**src/design/sne_pkg.sv**
```systemverilog
`timescale 1ns / 1ps
`default_nettype none

package sne_pkg;

    localparam logic [7:0] SPACE_CHAR  = 8'h20;
    localparam logic [7:0] DOT_CHAR    = 8'h2E;
    localparam logic [7:0] NUL_CHAR    = 8'h00;
    localparam logic [7:0] LOWER_FIRST = 8'h61;
    localparam logic [7:0] LOWER_LAST  = 8'h7A;
    localparam logic [7:0] CASE_OFFSET = 8'd32;

    localparam int BASE_LEN = 8;
    localparam int EXT_LEN  = 3;

    localparam logic [3:0] BASE_FULL = 4'd8;
    localparam logic [1:0] EXT_FULL  = 2'd3;

    localparam logic [63:0] BASE_SPACES = {BASE_LEN{SPACE_CHAR}};
    localparam logic [23:0] EXT_SPACES  = {EXT_LEN{SPACE_CHAR}};

    typedef enum logic [1:0] {
        PH_BASE = 2'd0,
        PH_EXT  = 2'd1,
        PH_DONE = 2'd2
    } t_phase;

    typedef struct packed {
        logic [7:0] ch;
        logic       lower;
    } t_fold;

endpackage

`default_nettype wire

```
**src/design/sne_char_fold.sv**
```systemverilog
`timescale 1ns / 1ps
`default_nettype none

module sne_char_fold (
    input  wire logic [7:0]     i_character,
    output sne_pkg::t_fold      o_fold
);

    logic w_lower;

    assign w_lower = (i_character >= sne_pkg::LOWER_FIRST) &&
                     (i_character <= sne_pkg::LOWER_LAST);

    // bytes above 0x7F pass through untouched and never count as lowercase
    assign o_fold.lower = w_lower;
    assign o_fold.ch    = w_lower ? (i_character - sne_pkg::CASE_OFFSET) : i_character;

endmodule

`default_nettype wire

```
**src/design/short_name_encoder_unit.sv**
```systemverilog
// A result is registered from the request marked last and appears on the outputs in the next cycle.
// Throughput: one character per cycle, except while a request marked last is held off as below.
// A request marked last is held off only while the previous result is still waiting;
// other requests are taken even then.
// Reset: synchronous, active low; name state returns to base part, counts zero,
// buffers all spaces, flags clear; no result pending.
`timescale 1ns / 1ps
`default_nettype none

module short_name_encoder_unit (
    input  wire logic        i_clk,
    input  wire logic        i_rst_n,
    input  wire logic        i_valid,
    output logic             o_ready,
    input  wire logic [7:0]  i_character,
    input  wire logic        i_last,
    output logic             o_valid,
    input  wire logic        i_ready,
    output logic [63:0]      o_base_name,
    output logic [23:0]      o_ext_name,
    output logic             o_lower_base_flag,
    output logic             o_lower_ext_flag
);

    sne_pkg::t_phase r_phase, n_phase;
    logic [3:0]      r_base_count, n_base_count;
    logic [1:0]      r_ext_count, n_ext_count;
    logic [63:0]     r_base_buf, n_base_buf;
    logic [23:0]     r_ext_buf, n_ext_buf;
    logic            r_low_base, n_low_base;
    logic            r_low_ext, n_low_ext;

    logic            r_out_valid;
    logic [63:0]     r_out_base;
    logic [23:0]     r_out_ext;
    logic            r_out_low_base;
    logic            r_out_low_ext;

    sne_pkg::t_fold  w_fold;
    logic            w_accept;
    logic            w_nul;
    logic            w_base_wr;
    logic            w_ext_wr;

    sne_char_fold u_fold (
        .i_character (i_character),
        .o_fold      (w_fold)
    );

    // only a request that makes a result must wait for the result slot
    assign o_ready  = !r_out_valid || i_ready || !i_last;
    assign w_accept = i_valid && o_ready;
    assign w_nul    = (i_character == sne_pkg::NUL_CHAR);

    always_comb begin
        n_phase = r_phase;
        if (w_nul) begin
            n_phase = sne_pkg::PH_DONE;
        end else begin
            unique case (r_phase)
                sne_pkg::PH_BASE: begin
                    if (i_character == sne_pkg::DOT_CHAR) begin
                        n_phase = sne_pkg::PH_EXT;
                    end
                end
                sne_pkg::PH_EXT:  n_phase = sne_pkg::PH_EXT;
                default:          n_phase = sne_pkg::PH_DONE;
            endcase
        end
    end

    always_comb begin
        w_base_wr = !w_nul && (r_phase == sne_pkg::PH_BASE) &&
                    (i_character != sne_pkg::DOT_CHAR) &&
                    (r_base_count < sne_pkg::BASE_FULL);
        w_ext_wr  = !w_nul && (r_phase == sne_pkg::PH_EXT) &&
                    (r_ext_count != sne_pkg::EXT_FULL);

        n_base_buf = r_base_buf;
        for (int k = 0; k < sne_pkg::BASE_LEN; k++) begin
            if (w_base_wr && (r_base_count[2:0] == 3'(k))) begin
                n_base_buf[k*8 +: 8] = w_fold.ch;
            end
        end
        n_ext_buf = r_ext_buf;
        for (int k = 0; k < sne_pkg::EXT_LEN; k++) begin
            if (w_ext_wr && (r_ext_count == 2'(k))) begin
                n_ext_buf[k*8 +: 8] = w_fold.ch;
            end
        end

        n_base_count = w_base_wr ? r_base_count + 4'd1 : r_base_count;
        n_ext_count  = w_ext_wr ? r_ext_count + 2'd1 : r_ext_count;
        n_low_base   = r_low_base || (w_base_wr && w_fold.lower);
        n_low_ext    = r_low_ext || (w_ext_wr && w_fold.lower);
    end

    always_ff @(posedge i_clk) begin
        if (!i_rst_n) begin
            r_phase      <= sne_pkg::PH_BASE;
            r_base_count <= '0;
            r_ext_count  <= '0;
            r_base_buf   <= sne_pkg::BASE_SPACES;
            r_ext_buf    <= sne_pkg::EXT_SPACES;
            r_low_base   <= 1'b0;
            r_low_ext    <= 1'b0;
        end else if (w_accept) begin
            if (i_last) begin
                r_phase      <= sne_pkg::PH_BASE;
                r_base_count <= '0;
                r_ext_count  <= '0;
                r_base_buf   <= sne_pkg::BASE_SPACES;
                r_ext_buf    <= sne_pkg::EXT_SPACES;
                r_low_base   <= 1'b0;
                r_low_ext    <= 1'b0;
            end else begin
                r_phase      <= n_phase;
                r_base_count <= n_base_count;
                r_ext_count  <= n_ext_count;
                r_base_buf   <= n_base_buf;
                r_ext_buf    <= n_ext_buf;
                r_low_base   <= n_low_base;
                r_low_ext    <= n_low_ext;
            end
        end
    end

    always_ff @(posedge i_clk) begin
        if (!i_rst_n) begin
            r_out_valid <= 1'b0;
        end else if (w_accept && i_last) begin
            r_out_valid <= 1'b1;
        end else if (i_ready) begin
            r_out_valid <= 1'b0;
        end
    end

    always_ff @(posedge i_clk) begin
        if (w_accept && i_last) begin
            r_out_base     <= n_base_buf;
            r_out_ext      <= n_ext_buf;
            r_out_low_base <= n_low_base;
            r_out_low_ext  <= n_low_ext;
        end
    end

    assign o_valid           = r_out_valid;
    assign o_base_name       = r_out_base;
    assign o_ext_name        = r_out_ext;
    assign o_lower_base_flag = r_out_low_base;
    assign o_lower_ext_flag  = r_out_low_ext;

endmodule

`default_nettype wire

```
**config.mk**
```make
export PLATFORM = sky130hd
export DESIGN_NAME = short_name_encoder_unit
export DESIGN_NICKNAME = d
export VERILOG_FILES = /design/src/design/sne_pkg.sv /design/src/design/sne_char_fold.sv /design/src/design/short_name_encoder_unit.sv
export SDC_FILE = /design/constraint.sdc
export NUM_CORES = 1
export LEC_CHECK = 0
export ABC_CLOCK_PERIOD_IN_PS = 3200
export BUFFER_PORTS_ARGS = -buffer_cell sky130_fd_sc_hd__buf_2
export CAP_MARGIN = 20
export CORE_UTILIZATION = 58
export CTS_BUF_LIST = sky130_fd_sc_hd__clkbuf_16
export DETAILED_ROUTE_END_ITERATION = 8
export GPL_TIMING_DRIVEN = 0
export PLACE_DENSITY = 0.87
export SYNTH_ARGS = -nofsm -noshare
export SYNTH_HDL_FRONTEND = slang
export SYNTH_SLANG_ARGS = --single-unit
```
**constraint.sdc**
```tcl
create_clock -name i_clk -period 3.2 [get_ports i_clk]
set_input_delay 0.16 -clock i_clk [delete_from_list [all_inputs] [get_ports i_clk]]
set_output_delay 0.16 -clock i_clk [all_outputs]
set_load 0.05 [all_outputs]
```
After elaboration in Yosys (flattened, before gate mapping) --
Index checks and enable logic that the tools add are counted.
Storage, ports and cells: register bits after elaboration 189, output and inout bits 92, input port bits 13, word-level logic and storage cells 96
Cells by class: reduce and logical (&&, ||, !) cells 38, mux-type cells 26, order comparisons 3, $add $sub $neg 3, equal/unequal tests 14
Operators by type and width (count):
- $mux 8 | 12
- $mux 64 | 1
- $mux 24 | 1
- $logic_and 1x1->1 | 21
- $eq 3x3->1 const B | 4
- $mux 2 | 5
- $eq 8x6->1 const B | 1
- $ge 8x7->1 const B | 1
- $le 8x7->1 const B | 1
- $logic_not 8->1 | 1
- $mux 4 | 2
- $ne 8x6->1 const B | 1
- $sub 8x6->8 const B | 1
- $eq 3x2->1 const B | 2
- $reduce_and 2->1 | 3
- $reduce_bool 2->1 | 3
- $add 4x1->4 const B | 1
- $eq 2x1->1 const B | 2
- $logic_not 2->1 | 2
- $logic_or 1x1->1 | 4
- $lt 4x4->1 const B | 1
- $mux 1 | 4
- $ne 4x4->1 const B | 1
- $pmux 2 s2 | 1
- 6 further kinds | 8

Logic depth before layout (Yosys ltp) --
Gate-level depths: netlist (run 1).
depth in word-level cells 8, depth in mapped cells 8

Hierarchy --
Synthesis (run 1) repeated with hierarchy kept, for this count alone.
Second synthesis, totals: cells, all modules 585, area total of the unflattened synthesis 7876.3 µm²
Modules (own cells, without submodules):
- short_name_encoder_unit | sequential area each 4684.5 µm², cells an instance 564, area each 7727.4 µm², times used 1
- sne_char_fold | sequential area each 0.0 µm², cells an instance 21, area each 148.9 µm², times used 1

Worst setup path after synthesis (run 1) --
OpenSTA, ideal clock, no wires.
kind reg2reg, start reg r_out_valid (netlist: o_valid), end reg r_out_base[0] (netlist: o_base_name[0]), enable pin, setup time 0.444 ns, required time 2.756 ns, clock period less this slack 2.978 ns, stages on the path, launching flop included 4, setup slack 0.222 ns, buffers on the path 0, arrival 2.535 ns, cells stage by stage dfxtp_1 -> nand2b_1 -> nand2_1 -> inv_1
Between the ends: word-level cells in the longest chain between the ends 5
Ends and longest elaborated chain:
- start, declared | line short_name_encoder_unit.sv:33 | logic r_out_valid;
- start signal, assigned | line short_name_encoder_unit.sv:130 | r_out_valid <= 1'b0;
- start signal, assigned | line short_name_encoder_unit.sv:132 | r_out_valid <= 1'b1;
- start signal, assigned | line short_name_encoder_unit.sv:134 | r_out_valid <= 1'b0;
- $logic_not 1->1 | line short_name_encoder_unit.sv:51 | assign o_ready = !r_out_valid || i_ready || !i_last;
- $logic_or 1x1->1 (2 in series) | line short_name_encoder_unit.sv:51
- $logic_and 1x1->1 | line short_name_encoder_unit.sv:52 | assign w_accept = i_valid && o_ready;
- $logic_and 1x1->1 | line short_name_encoder_unit.sv:139 | if (w_accept && i_last) begin
- end signal, assigned | line short_name_encoder_unit.sv:140 | r_out_base <= n_base_buf;
- end, declared | line short_name_encoder_unit.sv:34 | logic [63:0] r_out_base;
No other way between the ends. A chain may end at the register's enable or synchronous reset.

Worst setup path in the final report (run 1) --
start reg r_base_count[1], end reg r_base_buf[30]
Between the ends: word-level cells in the longest chain between the ends 5
Ends and longest elaborated chain:
- start, declared | line short_name_encoder_unit.sv:26 | logic [3:0] r_base_count, n_base_count;
- start signal, assigned | line short_name_encoder_unit.sv:118 | r_base_count <= n_base_count;
- $lt 4x4->1 | line short_name_encoder_unit.sv:75 | (r_base_count < sne_pkg::BASE_FULL);
- $logic_and 1x1->1 | line short_name_encoder_unit.sv:74 | (i_character != sne_pkg::DOT_CHAR) &&
- $logic_and 1x1->1 (*) | line short_name_encoder_unit.sv:81 | if (w_base_wr && (r_base_count[2:0] == 3'(k))) begin
- $mux 8 (*) | line short_name_encoder_unit.sv:81
- $mux 64 (*) | line short_name_encoder_unit.sv:108 | if (i_last) begin
- end signal, assigned | line short_name_encoder_unit.sv:103 | r_base_buf <= sne_pkg::BASE_SPACES;
- end signal, assigned | line short_name_encoder_unit.sv:112 | r_base_buf <= sne_pkg::BASE_SPACES;
- end signal, assigned | line short_name_encoder_unit.sv:120 | r_base_buf <= n_base_buf;
- end, declared | line short_name_encoder_unit.sv:28 | logic [63:0] r_base_buf, n_base_buf;
Every way passes the cells marked *; elsewhere a longest branch is shown, timed or not.

==> results of run 1 <==
## final timing paths
check	start	to	slack [ns]	cells after the start
setup / recovery	r_base_count[1]	r_base_buf[30]	0.73	6
hold / removal	i_ready	o_valid	0.12	3
hold reg to reg	r_base_buf[56]	r_base_buf[56]	0.47	2
setup reg to reg	r_base_count[1]	r_base_buf[30]	0.73	6
## cell families after synthesis
logic type	share of synthesized area (%)
buffers and inverters	3.23
and+or+nand+nor	9.96
adders and majority gates	1.68
DFF	57.3
AOI/OAI and AO/OA	14.9
muxes	13.0
## worst register-to-register path: stages, from the launching register on
cell      delay (ns)
dfxtp_1         0.41
ha_1            0.22
ha_1            0.17
nor4b_2         0.74
o211ai_1        0.38
o211ai_1        0.29
o21ai_0         0.13
## metrics by stage
stage	power, mW	utilization (%)
2_1_floorplan	2.94	-
5_1_grt	5.34	69.0
3_3_place_gp	3.05	64.3
6_report	5.21	69.0
4_1_cts	5.21	68.9
3_5_place_dp	3.07	64.5
## sequential cells by signal (all words and copies together), names as in the netlist
register	cells
r_ext_buf	24
r_low_ext	1
r_base_count	4
o_lower_ext_flag	1
r_low_base	1
o_ext_name	24
r_base_buf	64
r_phase	2
o_lower_base_flag	1
o_base_name	64
o_valid	1
r_ext_count	2
## power groups by stage
| stage | combinational (mW) | sequential, mW | clock [mW] |
|---|---|---|---|
| after floorplan | 0.155 | 2.78 | 0 |
| after global placement | 0.409 | 2.65 | 0 |
| after detailed placement | 0.422 | 2.64 | 0 |
| after CTS | 0.425 | 2.59 | 2.20 |
| after global routing | 0.450 | 2.59 | 2.30 |
| final | 0.432 | 2.59 | 2.19 |
## cell usage in the layout, fill, tap and decap left out, types with 3 or more instances in the layout
| master | n |
|---|---|
| a21oi_1 | 16 |
| a32o_1 | 3 |
| and3_1 | 3 |
| buf_2 | 107 |
| buf_4 | 4 |
| buf_6 | 3 |
| bufinv_16 | 3 |
| clkbuf_1 | 29 |
| clkbuf_16 | 17 |
| clkinv_1 | 3 |
| dfxtp_1 | 99 |
| edfxtp_1 | 90 |
| ha_1 | 11 |
| inv_1 | 11 |
| inv_6 | 5 |
| mux2_2 | 57 |
| mux2_4 | 24 |
| mux2i_1 | 5 |
| nand2_1 | 50 |
| nand2b_1 | 8 |
| nand3_1 | 5 |
| nand3_2 | 3 |
| nand3_4 | 4 |
| nand4_1 | 11 |
| nor2_1 | 7 |
| nor2b_1 | 7 |
| nor3_1 | 6 |
| nor4_1 | 4 |
| o2111ai_1 | 3 |
| o211ai_1 | 58 |
| o21a_1 | 4 |
| o21ai_0 | 66 |
| o22ai_1 | 16 |
| or3_1 | 3 |
| or4_1 | 3 |
## routing by layer
| layer | share of wire (%) | track usage, % | vias to the layer above |
|---|---|---|---|
| met5 | 0 | 0 | - |
| met2 | 49 | 49.5 | 363 |
| met1 | 40 | 37.9 | 2959 |
| li1 | - | - | 2792 |
| met4 | 3.3 | 14.0 | 0 |
| met3 | 8.3 | 7.12 | 64 |
## final cells by class
type / count / area (sq um) / share of cell area (%)
Timing Repair Buffer: 99 / 520 / 5.46
Sequential cell: 189 / 4680 / 49.1
Clock inverter: 15 / 185 / 1.94
Multi-Input combinational cell: 419 / 3230 / 33.9
Tap cell: 180 / 225 / 2.36
Inverter: 12 / 47.5 / 0.498
Clock buffer: 17 / 425 / 4.46
Buffer: 46 / 219 / 2.30
==> metrics.md, run 1 <==
| Metric | Value |
|---|---|
| CTS Sinks | 189 |
| Crit path kind | reg -> reg |
| Placed Instances | between 900 and 1k |
| Synth cell types | between 60 and 70 |
| Final non-filler cell total | slightly below 1k |
| Per-cell routed wire length | approximately 22 um |
| Crit path buf inv count | 0 |
| Delay-heaviest family, CP | compound AO/OA/AOI/OAI gates |
| Synth top cells by count | dfxtp_1, edfxtp_1, o21ai_0 |
| Max stage delay cell, worst path | nor4b_2 |
| Ports | between 100 and 150 |
| Minimum clock period | around 2.5 ns |
| CP startpoint kind | register |
| Antenna viol nets, final | 0 |
| WP data required | ~3.5 ns |
| 1st-iter DRT viols | between 700 and 800 |
| Total die area | ~15,000 sq um |
| Synth Register Bits | between 150 and 200 |
| Fin area | around 9500 sq um |
| Avg Cell Area, Syn | 12.3 sq um |
| Final setup vio count | 0 |
| Final setup margin | ~0.73 ns |
| Gate power share | under 10% |
| Ys async rst share | 0% |
| Post-DP HPWL | between 10,000 and 15,000 um |
| Number of synthesized flops with an enable pin | 90 |
| Register clock-pin slew on the reported worst setup and hold paths | 0.07 ns |
| Vias in the first global route | just under 6k |
| Pin count of the biggest net entering global routing | 57 |
| Outcome | finished, final reports clean |
| Sum Neg Setup Slack | 0 ns |
| Post-CTS resize count | 0 |
| Switching power | ~1.3 mW |
| Layout cell share with drive strength beyond 1 | 31.5% |
| Post-Syn Instances | between 600 and 700 |
| Maximum clock rate | approximately 410 MHz |
| GRT overflow | 0 |
| Slew @ Worst Pin | around 0.99 ns |
| Max Root-Sink Buffers | 2 |
| Placed Instance Area | between 8000 and 9000 sq um |
| Initial Util | around three fifths |
| Synth warnings | 0 |
| CTS Hold Bufs | 0 |
| Number of CTS-inserted buffers | 17 |
| Global-route wire length before repair | roughly 32,000 um |
| Pre-antenna DRT Iters | 5 |
| CTS tree | yes |
| Vias post-DR | 6,178 |
| Fillers | between 900 and 1k |
| Crit Path Max Fanout | 7 |
| Area Overhead vs Synth | 16.6% |
| Post-Route WL | between 20,000 and 25,000 um |
| Min-Delay Path Class | in -> reg |
| Num rows | 43 |
| Clk Tree Root Cell | clkbuf_16 |
| Synth Net Count | 690 |
| Clock Power Share | 42.0% |
| Seq pwr share | 49.7% |
| GR Util All Layers | 30.2% |
| H-Tree Depth | 4 |
| Die height | roughly 120 um |
| Arr. time, crit path | 2.77 ns |
| Switching share of power | between 20% and 30% |
| WHS | approximately 0.12 ns |
| Drt drc | 0 |
| Initial antenna violation count | 0 |
| Worst path max stage delay | approximately 0.74 ns |
| Fin crit share | ~77% |
| Internal | just under 4 mW |
| Setup WS pre-CTS | around 0.75 ns |
| Core region area | approximately 14,000 sq um |
| Worst-skew pair later-pin latency | 0.44 ns |
| Fin. max-slew vios | 0 |
| Unrepaired setup endpoints after global routing | no |
| Post-Syn Area | about 8200 sq um |
| Fin. Hold Viols | 0 |
| Worst Skew | about 0.0076 ns |
| Max-slew headroom | approximately 34% |
| Port bufs | 97 |
| Die Span X | approximately 120 um |
| CP Capture Type | register |
| Pleak | 3.63 nW |
| Ys flop type | dfxtp_1 |
| Max_cap viols | 0 |
| Max rail drop VDD | 299 uV |
| Antenna Cells | 0 |
| Top-count cell post-synth | dfxtp_1 |
| Post-CTS Setup Inserts | 0 |
| Dominant cells by area after synthesis | edfxtp_1, dfxtp_1, mux2_2, o211ai_1, mux2_4 |
| Via density per instance | roughly 6.3 |
| Sequential-to-total area share from yosys stat | ~57% |
| Post-synth top area cell | edfxtp_1 |
| Routability cong. | 0.905 |
| Power Density | approximately 550 nW/um^2 |
| Crit-path cells | ha_1 -> ha_1 -> nor4b_2 -> o211ai_1 -> o211ai_1 -> o21ai_0 |
| Nets | roughly 810 |
| Synth top area share | 33.0% |
Note: power is estimated with default switching activity, not from simulation.
==> run 2: changes to the inputs <==
Settings changed: ABC_CLOCK_PERIOD_IN_PS 3200 to 2400.
Clock period 3.2 ns to 2.4 ns, I/O delays scaled along.
==> run 2 against run 1 <==
- count of clock-buffer cells in the layout unchanged
- utilization about the same
- largest cell class unchanged
- global-route usage up 0.96 points
- total power up 32%
- largest power group unchanged
- cell area about the same
- flip-flop and latch count unchanged
- non-clock buffer count unchanged
- wire length up 2.5%
- critical path depth down 1
- clock power up 31%
==> metrics.md, run 2 (synthesis results as in run 1) <==
| Metric | Value |
|---|---|
| Vias post-DR | 6,298 (+1.9%) |
| Fin. Hold Viols | 0 (unchanged) |
| Crit Path Max Fanout | 10 (+3) |
| Max Root-Sink Buffers | 2 (unchanged) |
| Fin. max-slew vios | 0 (unchanged) |
| WHS | 0.0818 ns (-0.0347 ns) |
| H-Tree Depth | 4 (unchanged) |
| Num rows | 43 (unchanged) |
| Final setup vio count | 0 (unchanged) |
| Leading cell type in the layout, fill and taps excluded | buf_2 |
| Arr. time, crit path | 2.68 ns (-0.09 ns) |
| Pleak | 3.61 nW (-0.63%) |
| WP data required | 2.74 ns (-0.76 ns) |
| Setup WS pre-CTS | -0.113 ns (-0.866 ns) |
| Slew @ Worst Pin | 0.943 ns (-0.0508 ns) |
| Maximum clock rate | 428 MHz (+5.6%) |
| Pre-antenna DRT Iters | 5 (unchanged) |
| CP startpoint kind | register |
| Die height | 121 um (unchanged) |
| Ports | 105 (unchanged) |
| Antenna viol nets, final | 0 (unchanged) |
| Placed Instances | 945 (+0.11%) |
| Fin area | 9540 sq um (about the same) |
| CP Capture Type | register |
| CTS Hold Bufs | 0 (unchanged) |
| Minimum clock period | 2.33 ns (-0.131 ns) |
| Post-Route WL | 21,900 um (+2.5%) |
| Vias in the first global route | 6,119 (+2.9%) |
| CTS tree | yes |
| Final core occ | 69.0% (about the same) |
| Worst-skew pair later-pin latency | 0.44 ns (about the same) |
| Clk Tree Root Cell | clkbuf_16 |
| Max-slew headroom | 37.1% (+3.4 points) |
| Number of CTS-inserted buffers | 17 (unchanged) |
| Commonest non-fill, non-tap cells in the layout | buf_2, dfxtp_1, edfxtp_1 |
| Final setup margin | 0.0651 ns (-0.669 ns) |
| GR Util All Layers | 31.2% (+0.96 points) |
| Register clock-pin slew on the reported worst setup and hold paths | 0.07 ns (about the same) |
| Total power | 6.90 mW (+32%) |
| Area Overhead vs Synth | 16.7% (about the same) |
| CTS Sinks | 189 (unchanged) |
| Initial Util | 59.2% (unchanged) |
| Post-DP HPWL | 14,600 um (+4.0%) |
| Die Span X | 121 um (unchanged) |
| Layout cell share with drive strength beyond 1 | 32.1% (+0.63 points) |
| Antenna Cells | 0 (unchanged) |
| Routability cong. | 0.895 (-1.1%) |
| Nets | 808 (unchanged) |
| Crit path kind | reg -> reg |
| Per-cell routed wire length | 22.4 um (+2.5%) |
| Initial antenna violation count | 0 (unchanged) |
| Global-route wire length before repair | 33,500 um (+3.5%) |
| GRT overflow | 0 (unchanged) |
| Max rail drop VDD | 422 uV (+41%) |
| Drt drc | 0 (unchanged) |
| Placed Instance Area | 8930 sq um (about the same) |
| Max_cap viols | 0 (unchanged) |
| 1st-iter DRT viols | 821 (+16%) |
| Via density per instance | 6.45 (+1.9%) |
| Outcome | finished, final reports clean |
| Fin crit share | 97.3% (+20 points) |
| Pin count of the biggest net entering global routing | 52 (-8.8%) |
| Final non-filler cell total | 977 (unchanged) |
| Worst Skew | 0.0103 ns (+0.00274 ns) |
| Min-Delay Path Class | in -> reg |
| Power Density | 723 nW/um^2 (+32%) |
| Port bufs | 97 (unchanged) |
| Sum Neg Setup Slack | 0 ns (unchanged) |
| Core region area | 13,800 sq um (unchanged) |
| Total die area | 14,600 sq um (unchanged) |
## run 2: cell count changes in the layout (fill, tap and decap cells not counted), moves of 2 or more
cell	previous run	this run
clkinv_2	0	2
inv_6	5	2
clkinv_1	3	1
inv_8	2	0
clkinvlp_4	0	6
## run 2: final timing paths
check	startpoint	endpoint	slack (ns)	cells past startpoint
max reg2reg	o_valid	r_base_buf[19]	0.07	5
max	o_valid	r_base_buf[19]	0.07	5
min	i_ready	o_valid	0.08	3
min reg2reg	r_ext_buf[18]	r_ext_buf[18]	0.46	2
## run 2: critical path, stage by stage, from the launching register on
cell,delay (ns)
dfxtp_4,0.35
nand3b_1,0.23
buf_1,0.59
nand4_1,0.47
nand2b_1,0.36
o21ai_0,0.23
## run 2: area by class of cell
type | count | area [sq um]
clock inverter | 15 | 171
timing repair buffer | 99 | 513
buffer | 46 | 219
fill | 978 | 4290
inverter | 12 | 48.8
sequential | 189 | 4690
tap | 180 | 225
multi-input combinational | 419 | 3250
clock buffer | 17 | 425
## run 2: per-layer routing
metal	global-route usage, %	up-vias	share of wire [%]
li1	-	2790	-
met1	39.7	3058	40
met2	49.3	374	47
met3	6.60	76	7.8
met4	17.8	0	4.4
met5	0	-	0
## run 2: what timing repair did
action                                  CTS  global route
setup buffers                             0             0
endpoints found under the setup margin    0            39
gates resized for setup                   0             3
## run 2: power by group
part	switching [mW]	internal [mW]
logic	0.464	0.115
clock network	1.23	1.63
registers	0.0187	3.43
total	1.71	5.18
==> run 3: changes to the inputs <==
Settings changed: CTS_BUF_LIST sky130_fd_sc_hd__clkbuf_16 to not set.
==> run 3 against run 2 <==
- total power is essentially flat
- register-to-register slack about the same
- wire length grew 0.10%
- clock power is essentially flat
- critical endpoint unchanged
- worst hold slack improved by 0.00056 ns
- global-route usage is the same
- critical path depth stayed put
- largest power group unchanged
- setup slack worse by 0.0039 ns
- cell area stayed put
==> metrics.md, run 3 (synthesis results as in run 1) <==
| Metric | Value |
|---|---|
| Outcome | finished, final reports clean |
| Initial Util | 59.2% (unchanged) |
| Final core occ | 69.0% (unchanged) |
| Via density per instance | 6.46 (+0.21%) |
| Max-slew headroom | 37.3% (+0.21 points) |
| Worst Skew | 0.0104 ns (+0.0000114 ns) |
| CP Capture Type | register |
| Core region area | 13,800 sq um (unchanged) |
| Seq pwr share | 50.0% (about the same) |
| GR Util All Layers | 31.2% (unchanged) |
| Pleak | 3.61 nW (-0.11%) |
| Switching power | 1.72 mW (about the same) |
| Routability cong. | 0.895 (unchanged) |
| 1st-iter DRT viols | 815 (-0.73%) |
| Pin count of the biggest net entering global routing | 52 (unchanged) |
| Post-CTS Setup Inserts | 0 (unchanged) |
| Register clock-pin slew on the reported worst setup and hold paths | 0.07 ns (about the same) |
| Vias post-DR | 6,311 (+0.21%) |
| GRT overflow | 0 (unchanged) |
| Post-DP HPWL | 14,600 um (unchanged) |
| Pre-antenna DRT Iters | 7 (+2) |
| Switching share of power | 24.9% (about the same) |
| R2R depth | 5 (unchanged) |
| Per-cell routed wire length | 22.4 um (+0.10%) |
| Slew @ Worst Pin | 0.940 ns (-0.00308 ns) |
| Fin crit share | 97.4% (+0.16 points) |
| WHS | 0.0823 ns (+0.000562 ns) |
| Antenna viol nets, final | 0 (unchanged) |
| Vias in the first global route | 6,119 (unchanged) |
| Crit path kind | reg -> reg |
| Nets | 808 (unchanged) |
| Port bufs | 97 (unchanged) |
| Fin. max-slew vios | 0 (unchanged) |
| Total die area | 14,600 sq um (unchanged) |
| Worst R2R Setup Slack | 0.06 ns (about the same) |
| WP data required | 2.74 ns (about the same) |
| Min-Delay Path Class | in -> reg |
| Area Overhead vs Synth | 16.7% (unchanged) |
| Crit Path Max Fanout | 10 (unchanged) |
| Arr. time, crit path | 2.68 ns (about the same) |
| CTS Sinks | 189 (unchanged) |
| Final setup vio count | 0 (unchanged) |
| Max Root-Sink Buffers | 2 (unchanged) |
| Max_cap viols | 0 (unchanged) |
| R2r startpoint | o_valid |
| CP startpoint kind | register |
| Drt drc | 0 (unchanged) |
| Clock Power Share | 41.6% (about the same) |
| Maximum clock rate | 428 MHz (-0.17%) |
| Post-Route WL | 21,900 um (+0.10%) |
| Antenna Cells | 0 (unchanged) |
| H-Tree Depth | 4 (unchanged) |
| Number of CTS-inserted buffers | 17 (unchanged) |
| Gate power share | 8.4% (about the same) |
| Internal | 5.19 mW (about the same) |
| Initial antenna violation count | 0 (unchanged) |
| Die Span X | 121 um (unchanged) |
| Power Density | 723 nW/um^2 (about the same) |
| Ports | 105 (unchanged) |
| Fillers | 978 (unchanged) |
| Leading cell type in the layout, fill and taps excluded | buf_2 |
| Footprint of the multi-input gates | 3250 sq um (unchanged) |
| Worst-skew pair later-pin latency | 0.44 ns (about the same) |
| Area occupied by registers | 4690 sq um (unchanged) |
| Layout cell share with drive strength beyond 1 | 32.1% (unchanged) |
| Num rows | 43 (unchanged) |
| Die height | 121 um (unchanged) |
| Max rail drop VDD | 421 uV (-0.22%) |
| Post-CTS resize count | 0 (unchanged) |
| Final non-filler cell total | 977 (unchanged) |
| CTS tree | yes |
| Placed Instances | 945 (unchanged) |
| Global-route wire length before repair | 33,500 um (unchanged) |
| CTS Hold Bufs | 0 (unchanged) |
| Reg2reg end | r_base_buf[19] |
| Worst hold path cell count | 3 (unchanged) |
| Commonest non-fill, non-tap cells in the layout | buf_2, dfxtp_1, edfxtp_1 |
| Min-Delay Endpoint | o_valid |
| Clk Tree Root Cell | clkbuf_16 |
| Fin. Hold Viols | 0 (unchanged) |
| Hold Path Origin | i_ready |
| Minimum clock period | 2.34 ns (+0.00387 ns) |
run 3: changes by cell type in the layout (fill, tap and decap cells not counted):
cell,change
clkbuf_1,+1
inv_1,-1
run 3: worst max-delay path: stages (launching register included):
cell	delay, ns
dfxtp_4	0.35
nand3b_1	0.23
buf_1	0.59
nand4_1	0.47
nand2b_1	0.36
o21ai_0	0.23
run 3: area by class of cell:
type / count / area share [%]
inverter: 12 / 0.511
timing repair buffer: 99 / 5.38
clock buffer: 18 / 4.50
clock inverter: 14 / 1.76
buffer: 46 / 2.29
tap: 180 / 2.36
sequential: 189 / 49.1
multi-input combinational: 419 / 34.1
run 3: per-layer routing:
metal | track usage, % | vias up | share of wire (%)
met1 | 39.7 | 3062 | 40
met4 | 17.8 | 0 | 4.5
met3 | 6.60 | 78 | 8.0
met2 | 49.3 | 380 | 47
li1 | - | 2791 | -
met5 | 0 | - | 0
run 3: power by group through the flow:
stage	Clock, mW	Sequential (mW)	Combinational [mW]
after floorplan	0	3.71	0.207
after global placement	0	3.52	0.551
after detailed placement	0	3.52	0.570
after CTS	2.88	3.45	0.571
after global routing	3.00	3.46	0.606
final	2.87	3.45	0.579
run 3: metrics by stage:
stage | area [sq um] | setup TNS (ns) | total power [mW] | worst slack, ns
after floorplan | 8190 | 0 | 3.92 | 0.0289
after CTS | 9520 | 0 | 6.91 | 0.00555
after global placement | 8900 | -43.04 | 4.08 | -0.486
final | 9540 | 0 | 6.90 | 0.0612
after detailed placement | 8930 | -0.721 | 4.09 | -0.113
after global routing | 9540 | -0.00198 | 7.06 | -0.00198
run 3: how the worst max path moves through the flow:
stage | from | endpoint | slack (ns)
floorplan | o_valid | o_base_name[0] | 0.03
global placement | i_valid | o_base_name[41] | -0.49
detailed placement | i_character[2] | o_base_name[31] | -0.11
CTS | r_base_count[1] | r_base_buf[26] | 0.006
global route | r_base_count[3] | r_base_count[1] | -0.002
finish | o_valid | r_base_buf[19] | 0.06
